File: src/sv/tsd_pkg.sv
// ----------------------------------------------------------------------------
// tsd_pkg
// Shared types, constants and helper functions of the scratchpad decoder.
// ----------------------------------------------------------------------------
package tsd_pkg;

    localparam int unsigned FRAME_LEN     = 9;
    localparam int unsigned QUEUE_DEPTH   = 2;
    localparam int unsigned IDX_W         = 4;

    localparam logic [7:0]  CRC_POLY_REFL = 8'h8C;
    localparam logic [7:0]  NO_DATA_RESET = 8'h80;
    localparam logic [6:0]  HALF_DEG_FRACT = 7'd50;

    // byte positions inside a frame
    localparam logic [IDX_W-1:0] IDX_TEMP_LOW  = IDX_W'(0);
    localparam logic [IDX_W-1:0] IDX_TEMP_HIGH = IDX_W'(1);
    localparam logic [IDX_W-1:0] IDX_CRC       = IDX_W'(FRAME_LEN - 1);
    localparam logic [IDX_W-1:0] IDX_DONE      = IDX_W'(FRAME_LEN);

    typedef logic [0:0] cfg_index_t;
    localparam cfg_index_t CFG_SENSOR_TYPE  = 1'b0;
    localparam cfg_index_t CFG_NO_DATA_CODE = 1'b1;

    typedef enum logic
    {
        SENSOR_SIXTEENTH = 1'b0,
        SENSOR_HALF      = 1'b1
    } sensor_type_t;

    typedef struct packed
    {
        sensor_type_t      sensor_type;
        logic signed [7:0] no_data_code;
    } cfg_t;

    // one checked frame handed from front to back
    typedef struct packed
    {
        logic        crc_ok;
        logic [15:0] raw;
    } frame_t;

    function automatic logic [7:0] crc_update(input logic [7:0] crc, input logic [7:0] b);
        logic [7:0] c;
        logic       mix;
        c = crc;
        for (int k = 0; k < 8; k++)
        begin
            mix = c[0] ^ b[k];
            c   = {1'b0, c[7:1]};
            if (mix)
            begin
                c = c ^ CRC_POLY_REFL;
            end
        end
        return c;
    endfunction

    // hundredths for a sixteenth-degree nibble: floor(25 * n / 4)
    function automatic logic [6:0] fract_sixteenth(input logic [3:0] n);
        logic [8:0] prod;
        prod = 9'(n) * 9'd25;
        return prod[8:2];
    endfunction

endpackage

File: src/sv/tsd_if.sv
// ----------------------------------------------------------------------------
// tsd_if
// Channel interfaces of the scratchpad decoder: byte input, result, config.
// ----------------------------------------------------------------------------
interface tsd_in_if;
    logic       valid;
    logic       ready;
    logic [7:0] data_byte;
    logic       first_byte;

    modport source (output valid, output data_byte, output first_byte, input ready);
    modport sink   (input valid, input data_byte, input first_byte, output ready);
endinterface

interface tsd_out_if;
    logic               valid;
    logic               ready;
    logic               crc_ok;
    logic               negative;
    logic signed [15:0] whole;
    logic [6:0]         fract;

    modport source (output valid, output crc_ok, output negative, output whole,
                    output fract, input ready);
    modport sink   (input valid, input crc_ok, input negative, input whole,
                    input fract, output ready);
endinterface

interface tsd_cfg_if;
    logic       valid;
    logic       ready;
    logic [0:0] index;
    logic [7:0] data;

    modport source (output valid, output index, output data, input ready);
    modport sink   (input valid, input index, input data, output ready);
endinterface

File: src/sv/temp_sensor_scratchpad_decode_core.sv
// ----------------------------------------------------------------------------
// temp_sensor_scratchpad_decode_core
// Scratchpad decoder for a one-wire temperature sensor with CRC-8 check.
// ----------------------------------------------------------------------------
// scratch: one scratchpad byte per item, first_byte marks byte zero and
//   restarts the frame. bytes after the ninth are dropped until the next
//   first_byte. a byte is taken every cycle while the frame queue has room.
// result: one item per frame, sent after the ninth byte. on a CRC match it
//   carries sign, whole degrees and hundredths; on a mismatch it carries the
//   no-data code as whole, fraction 0 and crc_ok 0.
// cfg: index 0 selects sixteenth- or half-degree units, index 1 sets the
//   no-data code. writes are taken every cycle and apply to later results.
// path: the ninth byte queues its record; a pop loads the output register.
// throughput: one byte per cycle, set by the single-byte CRC step in front.
// when the result side stalls the output register holds, the frame queue
//   fills, and scratch.ready drops only once the queue is full.
// reset: frame position, CRC and queue are cleared, units go to sixteenths,
//   the no-data code to -128; the first byte after reset starts a frame.
// ----------------------------------------------------------------------------
module temp_sensor_scratchpad_decode_core
    import tsd_pkg::*;
#(
    parameter int unsigned QDEPTH = QUEUE_DEPTH
)
(
    input  logic       clk,
    input  logic       rst_n,
    tsd_in_if.sink     scratch,
    tsd_out_if.source  result,
    tsd_cfg_if.sink    cfg
);

    cfg_t   cfg_reg, cfg_next;
    logic   q_push;
    logic   q_pop;
    logic   q_full;
    logic   q_empty;
    frame_t q_in;
    frame_t q_out;

    assign cfg.ready = 1'b1;

    always_comb
    begin
        cfg_next = cfg_reg;
        if (cfg.valid)
        begin
            unique case (cfg.index)
                CFG_SENSOR_TYPE:  cfg_next.sensor_type  = sensor_type_t'(cfg.data[0]);
                CFG_NO_DATA_CODE: cfg_next.no_data_code = signed'(cfg.data);
                default:          cfg_next = cfg_reg;
            endcase
        end
    end

    always_ff @(posedge clk or negedge rst_n)
    begin
        if (!rst_n)
        begin
            cfg_reg <= '{sensor_type: SENSOR_SIXTEENTH, no_data_code: signed'(NO_DATA_RESET)};
        end
        else
        begin
            cfg_reg <= cfg_next;
        end
    end

    tsd_front u_front
    (
        .clk     (clk),
        .rst_n   (rst_n),
        .scratch (scratch),
        .q_full  (q_full),
        .q_push  (q_push),
        .q_data  (q_in)
    );

    tsd_queue #(
        .DEPTH (QDEPTH)
    ) u_queue
    (
        .clk       (clk),
        .rst_n     (rst_n),
        .push      (q_push),
        .push_data (q_in),
        .full      (q_full),
        .pop       (q_pop),
        .empty     (q_empty),
        .pop_data  (q_out)
    );

    tsd_back u_back
    (
        .clk     (clk),
        .rst_n   (rst_n),
        .cfg     (cfg_reg),
        .q_empty (q_empty),
        .q_data  (q_out),
        .q_pop   (q_pop),
        .result  (result)
    );

endmodule

File: src/sv/tsd_front.sv
// ----------------------------------------------------------------------------
// tsd_front
// Takes scratchpad bytes, tracks the frame position, runs the CRC-8 and
// pushes one checked frame record when the ninth byte arrives.
// ----------------------------------------------------------------------------
module tsd_front
    import tsd_pkg::*;
(
    input  logic        clk,
    input  logic        rst_n,
    tsd_in_if.sink      scratch,
    input  logic        q_full,
    output logic        q_push,
    output frame_t      q_data
);

    logic [IDX_W-1:0] idx_reg, idx_next;
    logic [7:0]       crc_reg, crc_next;
    logic [7:0]       tlow_reg, tlow_next;
    logic [7:0]       thigh_reg, thigh_next;
    logic [IDX_W-1:0] idx_eff;
    logic [7:0]       crc_eff;
    logic             accept;

    assign scratch.ready = !q_full;
    assign accept        = scratch.valid && scratch.ready;

    // a first-byte flag restarts the frame
    assign idx_eff = scratch.first_byte ? IDX_TEMP_LOW : idx_reg;
    assign crc_eff = scratch.first_byte ? 8'h00 : crc_reg;

    always_comb
    begin
        idx_next   = idx_reg;
        crc_next   = crc_reg;
        tlow_next  = tlow_reg;
        thigh_next = thigh_reg;
        q_push     = 1'b0;
        q_data     = '{crc_ok: (scratch.data_byte == crc_eff), raw: {thigh_reg, tlow_reg}};
        if (accept)
        begin
            priority if (idx_eff < IDX_CRC)
            begin
                if (idx_eff == IDX_TEMP_LOW)
                begin
                    tlow_next = scratch.data_byte;
                end
                if (idx_eff == IDX_TEMP_HIGH)
                begin
                    thigh_next = scratch.data_byte;
                end
                crc_next = crc_update(crc_eff, scratch.data_byte);
                idx_next = idx_eff + IDX_W'(1);
            end
            else if (idx_eff == IDX_CRC)
            begin
                q_push   = 1'b1;
                crc_next = crc_eff;
                idx_next = IDX_DONE;
            end
            else
            begin
                // trailing bytes after a finished frame are dropped
                crc_next = crc_eff;
            end
        end
    end

    always_ff @(posedge clk or negedge rst_n)
    begin
        if (!rst_n)
        begin
            idx_reg   <= '0;
            crc_reg   <= '0;
            tlow_reg  <= '0;
            thigh_reg <= '0;
        end
        else
        begin
            idx_reg   <= idx_next;
            crc_reg   <= crc_next;
            tlow_reg  <= tlow_next;
            thigh_reg <= thigh_next;
        end
    end

endmodule

File: src/sv/tsd_queue.sv
// ----------------------------------------------------------------------------
// tsd_queue
// Small FIFO of checked frame records between front and back.
// ----------------------------------------------------------------------------
module tsd_queue
    import tsd_pkg::*;
#(
    parameter int unsigned DEPTH = QUEUE_DEPTH
)
(
    input  logic   clk,
    input  logic   rst_n,
    input  logic   push,
    input  frame_t push_data,
    output logic   full,
    input  logic   pop,
    output logic   empty,
    output frame_t pop_data
);

    localparam int unsigned PTR_W = (DEPTH > 1) ? $clog2(DEPTH) : 1;
    localparam int unsigned CNT_W = $clog2(DEPTH + 1);

    frame_t             mem [DEPTH];
    logic [PTR_W-1:0]   wr_ptr_reg, wr_ptr_next;
    logic [PTR_W-1:0]   rd_ptr_reg, rd_ptr_next;
    logic [CNT_W-1:0]   count_reg, count_next;
    logic               do_push;
    logic               do_pop;

    assign full     = (count_reg == CNT_W'(DEPTH));
    assign empty    = (count_reg == '0);
    assign do_push  = push && !full;
    assign do_pop   = pop && !empty;
    assign pop_data = mem[rd_ptr_reg];

    always_comb
    begin
        wr_ptr_next = wr_ptr_reg;
        rd_ptr_next = rd_ptr_reg;
        count_next  = count_reg;
        if (do_push)
        begin
            wr_ptr_next = (wr_ptr_reg == PTR_W'(DEPTH - 1)) ? '0 : wr_ptr_reg + PTR_W'(1);
        end
        if (do_pop)
        begin
            rd_ptr_next = (rd_ptr_reg == PTR_W'(DEPTH - 1)) ? '0 : rd_ptr_reg + PTR_W'(1);
        end
        unique case ({do_push, do_pop})
            2'b10:   count_next = count_reg + CNT_W'(1);
            2'b01:   count_next = count_reg - CNT_W'(1);
            default: count_next = count_reg;
        endcase
    end

    always_ff @(posedge clk)
    begin
        if (do_push)
        begin
            mem[wr_ptr_reg] <= push_data;
        end
    end

    always_ff @(posedge clk or negedge rst_n)
    begin
        if (!rst_n)
        begin
            wr_ptr_reg <= '0;
            rd_ptr_reg <= '0;
            count_reg  <= '0;
        end
        else
        begin
            wr_ptr_reg <= wr_ptr_next;
            rd_ptr_reg <= rd_ptr_next;
            count_reg  <= count_next;
        end
    end

endmodule

File: src/sv/tsd_back.sv
// ----------------------------------------------------------------------------
// tsd_back
// Turns a checked frame into sign, whole degrees and hundredths and holds
// the result in the output register until it is taken.
// ----------------------------------------------------------------------------
module tsd_back
    import tsd_pkg::*;
(
    input  logic       clk,
    input  logic       rst_n,
    input  cfg_t       cfg,
    input  logic       q_empty,
    input  frame_t     q_data,
    output logic       q_pop,
    tsd_out_if.source  result
);

    logic               valid_reg, valid_next;
    logic               crc_ok_reg;
    logic               neg_reg;
    logic signed [15:0] whole_reg;
    logic [6:0]         fract_reg;

    logic               neg;
    logic [15:0]        mag;
    logic signed [15:0] whole_calc;
    logic [6:0]         fract_calc;

    assign q_pop = !q_empty && (!valid_reg || result.ready);

    // raw 0x8000 gives magnitude 0x8000, still fits unsigned
    assign neg = q_data.raw[15];
    assign mag = neg ? (~q_data.raw + 16'd1) : q_data.raw;

    always_comb
    begin
        unique case (cfg.sensor_type)
            SENSOR_SIXTEENTH:
            begin
                whole_calc = signed'({4'b0000, mag[15:4]});
                fract_calc = fract_sixteenth(mag[3:0]);
            end
            SENSOR_HALF:
            begin
                whole_calc = signed'({1'b0, mag[15:1]});
                fract_calc = mag[0] ? HALF_DEG_FRACT : 7'd0;
            end
            default:
            begin
                whole_calc = '0;
                fract_calc = '0;
            end
        endcase
    end

    always_comb
    begin
        valid_next = valid_reg;
        if (q_pop)
        begin
            valid_next = 1'b1;
        end
        else if (result.ready)
        begin
            valid_next = 1'b0;
        end
    end

    always_ff @(posedge clk)
    begin
        if (q_pop)
        begin
            crc_ok_reg <= q_data.crc_ok;
            if (q_data.crc_ok)
            begin
                neg_reg   <= neg;
                whole_reg <= whole_calc;
                fract_reg <= fract_calc;
            end
            else
            begin
                neg_reg   <= 1'b0;
                whole_reg <= 16'(cfg.no_data_code);
                fract_reg <= '0;
            end
        end
    end

    always_ff @(posedge clk or negedge rst_n)
    begin
        if (!rst_n)
        begin
            valid_reg <= 1'b0;
        end
        else
        begin
            valid_reg <= valid_next;
        end
    end

    assign result.valid    = valid_reg;
    assign result.crc_ok   = crc_ok_reg;
    assign result.negative = neg_reg;
    assign result.whole    = whole_reg;
    assign result.fract    = fract_reg;

endmodule
File: src/flat_wrapper.sv
// flat-port wrapper written by rule: the top's interface ports become plain ports
module temp_sensor_scratchpad_decode_core_flat import tsd_pkg::*;
#(
    parameter int unsigned QDEPTH = QUEUE_DEPTH
)
  (clk, rst_n, scratch_valid, scratch_data_byte, scratch_first_byte, scratch_ready, result_valid, result_crc_ok, result_negative, result_whole, result_fract, result_ready, cfg_valid, cfg_index, cfg_data, cfg_ready);
  tsd_in_if scratch_i ();
  tsd_out_if result_i ();
  tsd_cfg_if cfg_i ();
  input  logic clk;
  input  logic rst_n;
  input wire logic [$bits(scratch_i.valid)-1:0] scratch_valid;
  input wire logic [$bits(scratch_i.data_byte)-1:0] scratch_data_byte;
  input wire logic [$bits(scratch_i.first_byte)-1:0] scratch_first_byte;
  output wire logic [$bits(scratch_i.ready)-1:0] scratch_ready;
  output wire logic [$bits(result_i.valid)-1:0] result_valid;
  output wire logic [$bits(result_i.crc_ok)-1:0] result_crc_ok;
  output wire logic [$bits(result_i.negative)-1:0] result_negative;
  output wire logic [$bits(result_i.whole)-1:0] result_whole;
  output wire logic [$bits(result_i.fract)-1:0] result_fract;
  input wire logic [$bits(result_i.ready)-1:0] result_ready;
  input wire logic [$bits(cfg_i.valid)-1:0] cfg_valid;
  input wire logic [$bits(cfg_i.index)-1:0] cfg_index;
  input wire logic [$bits(cfg_i.data)-1:0] cfg_data;
  output wire logic [$bits(cfg_i.ready)-1:0] cfg_ready;
  assign scratch_i.valid = scratch_valid;
  assign scratch_i.data_byte = scratch_data_byte;
  assign scratch_i.first_byte = scratch_first_byte;
  assign scratch_ready = scratch_i.ready;
  assign result_valid = result_i.valid;
  assign result_crc_ok = result_i.crc_ok;
  assign result_negative = result_i.negative;
  assign result_whole = result_i.whole;
  assign result_fract = result_i.fract;
  assign result_i.ready = result_ready;
  assign cfg_i.valid = cfg_valid;
  assign cfg_i.index = cfg_index;
  assign cfg_i.data = cfg_data;
  assign cfg_ready = cfg_i.ready;
  temp_sensor_scratchpad_decode_core #(.QDEPTH(QDEPTH)) u_core (.clk(clk), .rst_n(rst_n), .scratch(scratch_i), .result(result_i), .cfg(cfg_i));
endmodule
File: config.mk
export PLATFORM = sky130hd
export DESIGN_NAME = temp_sensor_scratchpad_decode_core_flat
export DESIGN_NICKNAME = d
export VERILOG_FILES = /design/src/sv/tsd_pkg.sv /design/src/sv/tsd_if.sv /design/src/sv/temp_sensor_scratchpad_decode_core.sv /design/src/sv/tsd_front.sv /design/src/sv/tsd_queue.sv /design/src/sv/tsd_back.sv /design/src/flat_wrapper.sv
export SDC_FILE = /design/constraint.sdc
export NUM_CORES = 1
export LEC_CHECK = 0
export ABC_AREA = 1
export BUFFER_PORTS_ARGS = -buffer_cell sky130_fd_sc_hd__buf_2
export CAP_MARGIN = 20
export CORE_MARGIN = 3
export CORE_UTILIZATION = 54
export CTS_CLUSTER_SIZE = 40
export DETAILED_ROUTE_END_ITERATION = 10
export PLACE_DENSITY = 0.74
export REMOVE_ABC_BUFFERS = 1
export SYNTH_ARGS = -nofsm -noshare
export SYNTH_HDL_FRONTEND = slang
export SYNTH_HIERARCHICAL = 1
export SYNTH_SLANG_ARGS = --single-unit
export TNS_END_PERCENT = 1
File: constraint.sdc
create_clock -name clk -period 3 [get_ports clk]
set_input_delay 0.15 -clock clk [delete_from_list [all_inputs] [get_ports clk]]
set_output_delay 0.15 -clock clk [all_outputs]
set_load 0.05 [all_outputs]
==> key figures <==
Critical path
  – WP buf/inv: 4
  – Max incr delay on CP: 460 ps
  – Worst setup EP type: register
  – Critical path class: reg -> reg
  – Critical path's slowest cell: dfrtp_2
  – Worst setup SP type: register
  – Cells along the critical path: inv_4 -> nand2_1 -> nand2_1 -> inv_2 -> ha_1 -> nand2_1 -> o21ai_0 -> ha_1 -> ha_1 -> inv_1 -> fa_1 -> inv_1 -> a21oi_1 -> o21ai_0 -> a21oi_1
  – Kind of cell adding the most delay to the critical path: adder cells
  – CP max FO: 10
  – Critical Path AT: 2920 ps
  – Worst EP required: 3120 ps

Routing
  – Vias/cell: 4.98
  – DRC: 0
  – Final wirelength: 9670 µm
  – Vias: 3941
  – Routed WL per cell: 12.2 µm
  – Length of the first detailed-routing pass in iterations: 5
  – Antenna Nets Post-Route: 0
  – Drt first-iter violations: 136

Die
  – I/O pin count: 51
  – Row cnt: 35
  – Initial core utilization: 56.4%
  – Core Region: 9420 µm²
  – Die area: 11100 µm²
  – Die Span Y: 105 µm
  – Chip width: 105 µm

Logic synthesis
  – Yosys warns: 6
  – #FFs+latches synth: 101
  – Gate Count Post-Synth: 599
  – Post-synthesis cell area: 5310 µm²
  – Synth cell types: 39
  – Synthesized area per cell: 8.87 µm²
  – Sequential area share after synthesis: 53.1%

Placement
  – Buffers on Ports: 49
  – Placed Instance Area: 5680 µm²
  – RePlAce Congestion: 0.899
  – HPWL after detailed placement: 7370 µm

Power and ir drop
  – Static Leakage: 2.87 nW
  – PwrDens: 1070 nW/µm²
  – Peak VDD IR: 0.477 mV

Layout
  – Final Cell Area: 5910 µm²
  – Nets: 696
  – Inserted Diodes: 0
  – Syn-to-layout area delta: 11.2%
  – Layout fillers: 796
  – Share of cells above drive strength 1: 20.4%
  – Max FFs per register: 34

Global route
  – First-pass GRT wire length: 16600 µm
  – Vias in the first global route: 3780
  – Initial antenna violation count: 0
  – Pin count of the biggest net entering global routing: 43
  – Gr usage total: 18.4%
  – GR Overflow Total: 0

Clocking
  – Clk slew on worst S/H paths: 100 ps
  – Root Buffer: clkbuf_8
  – CTS tree: built
  – Clk_lat worst skew: 360 ps
  – CTS max path bufs: 2
  – Sink Count: 101
  – Total CTS buffers: 9
  – H-tree depth: 3

STA
  – Setup TNS: 0 ps
  – Max-slew violations: 0
  – F_max: 357 MHz
  – Setup violators final: 0
  – RSZ-0062 raised after global routing: no
  – Tcrit/Tclk final: 93.3%
  – Min Tclk post-route: 2800 ps
  – Final hold vios: 0
  – Rel. slew slack: 35.4%
  – Worst Tran Pin Value: 969 ps
  – Clock Skews: 10.9 ps

Flow run
  – MaxCap Viol Count: 0

Min path
  – Hold Crit Class: in -> reg

Run status
  – Status: completed
kinds of logic after synthesis:
kind of cell / synth area share, %
AO/OA/AOI/OAI: 5.58
other: 0.0706
XOR/XNOR: 1.79
AND/OR/NAND/NOR: 28.1
buffers and inverters: 7.37
adder cells (fa/ha/maj): 3.91
flip-flops: 53.1
layout make-up:
cell class / count / area [µm²] / share of cell area (%)
clock buffers: 9 / 124 / 2.10
clock inverters: 7 / 83.8 / 1.42
inverters: 70 / 268 / 4.53
multi-input cells: 414 / 2100 / 35.6
flip-flops and latches: 101 / 2830 / 47.8
well taps: 129 / 161 / 2.73
repair buffers: 61 / 340 / 5.76
cells in the mapped netlist:
library cell / number / area [µm²]
dfstp_2: 1 / 26.3
edfxtp_1: 59 / 1770
o21ai_2: 2 / 17.5
inv_2: 12 / 45.0
nor2_4: 2 / 22.5
nor2_2: 6 / 37.5
nand4_1: 3 / 18.8
nand2_4: 4 / 45.0
or2_2: 1 / 6.26
ha_1: 15 / 188
nand3b_1: 3 / 22.5
nand3_1: 48 / 240
buf_2: 5 / 25.0
xnor2_1: 7 / 61.3
a31oi_1: 1 / 6.26
xor2_2: 1 / 16.3
nor2_1: 20 / 75.1
a21oi_2: 2 / 17.5
buf_6: 5 / 56.3
o21ai_0: 26 / 130
nor3_1: 3 / 15.0
clkinv_1: 1 / 3.75
nand2_2: 15 / 93.8
o21ai_4: 2 / 32.5
a22oi_1: 2 / 15.0
dfrtp_1: 41 / 1030
a21oi_1: 4 / 20.0
conb_1: 1 / 3.75
o31ai_1: 1 / 7.51
buf_4: 3 / 22.5
nand2_1: 226 / 848
nand3_2: 7 / 70.1
inv_4: 2 / 12.5
fa_1: 1 / 20.0
inv_1: 55 / 206
o21ai_1: 8 / 40.0
buf_12: 1 / 20.0
xor2_1: 2 / 17.5
a32o_1: 1 / 10.0
path summary, 6_finish.rpt:
| path | startpoint | to | slack, ps | cells after the start |
|---|---|---|---|---|
| max | u_core/u_queue/rd_ptr_reg | u_core/u_back/result.fract[6] | 200 | 15 |
| min | cfg_data[4] | u_core/cfg_reg[4] | 30 | 3 |
| max reg2reg | u_core/u_queue/rd_ptr_reg | u_core/u_back/result.fract[6] | 200 | 15 |
| min reg2reg | u_core/cfg_reg[7] | u_core/cfg_reg[7] | 480 | 2 |
| max in group asynchronous | rst_n | u_core/u_queue/rd_ptr_reg | 1870 | 2 |
| min in group asynchronous | rst_n | u_core/u_front/idx_reg[0] | 470 | 2 |
metrics by stage:
| step | setup WS, ps | power (W) | utilization, % | std cells | hold slack, ps |
|---|---|---|---|---|---|
| finish | 202 | 0.00631 | 62.7 | 791 | 28.4 |
| global route | 0.810 | 0.00683 | 62.7 | 791 | 18.9 |
| CTS | 168 | 0.00635 | 62.7 | 791 | 5.76 |
| detailed placement | 173 | 0.00546 | 60.3 | 773 | 359 |
| global placement | 304 | 0.00536 | 60.3 | 773 | 354 |
| floorplan | 3.93 | 0.00470 | - | 585 | -146 |
what timing repair did:
item	CTS	global route
hold endpoints to repair	42	0
hold buffers	2	0
setup buffers	0	0
endpoints found under the setup margin	0	1
gates resized for setup	0	2
layer usage:
| layer | global-route usage (%) | part of all wire, % | vias to the layer above |
|---|---|---|---|
| met5 | 0 | 0 | - |
| met4 | 5.53 | 1.1 | 0 |
| met3 | 3.34 | 3.3 | 7 |
| met2 | 33.1 | 52 | 69 |
| met1 | 22.3 | 43 | 1827 |
| li1 | - | - | 2038 |
layout by cell type, fill, tap and decap left out, types with 2 or more instances in the layout:
cell	synthesis	routed
nor2_1	20	20
nor2_4	2	2
nor3_1	3	3
o21ai_2	2	2
clkinv_2	0	2
dlygate4sd3_1	0	2
nor2_2	6	6
ha_1	15	15
nand4_1	3	3
buf_4	3	10
inv_1	55	55
nand3b_1	3	3
xnor2_1	7	7
nand2_2	15	16
a21oi_2	2	3
nand3_2	7	7
o21ai_0	26	26
edfxtp_1	59	59
o21ai_4	2	2
dfrtp_1	41	40
clkbuf_8	0	9
inv_4	2	2
buf_2	5	49
nand2_1	226	225
a21oi_1	4	3
o21ai_1	8	8
inv_2	12	12
nand2_4	4	4
xor2_1	2	2
a22oi_1	2	2
nand3_1	48	48
where the power goes:
part	switching, W	internal [W]	leakage [nW]
combinational	0.00219	0.000953	1.70
sequential	0.000234	0.00206	1.07
clock	0.000477	0.000398	0.104
total	0.00290	0.00341	2.87
tightest hold or removal path: cells and delay by family:
| kind | cells | cell delay, ps |
|---|---|---|
| simple gates | 2 | 120 |
| buf+inv | 1 | 80 |
Power figures use the tool's default switching activity.
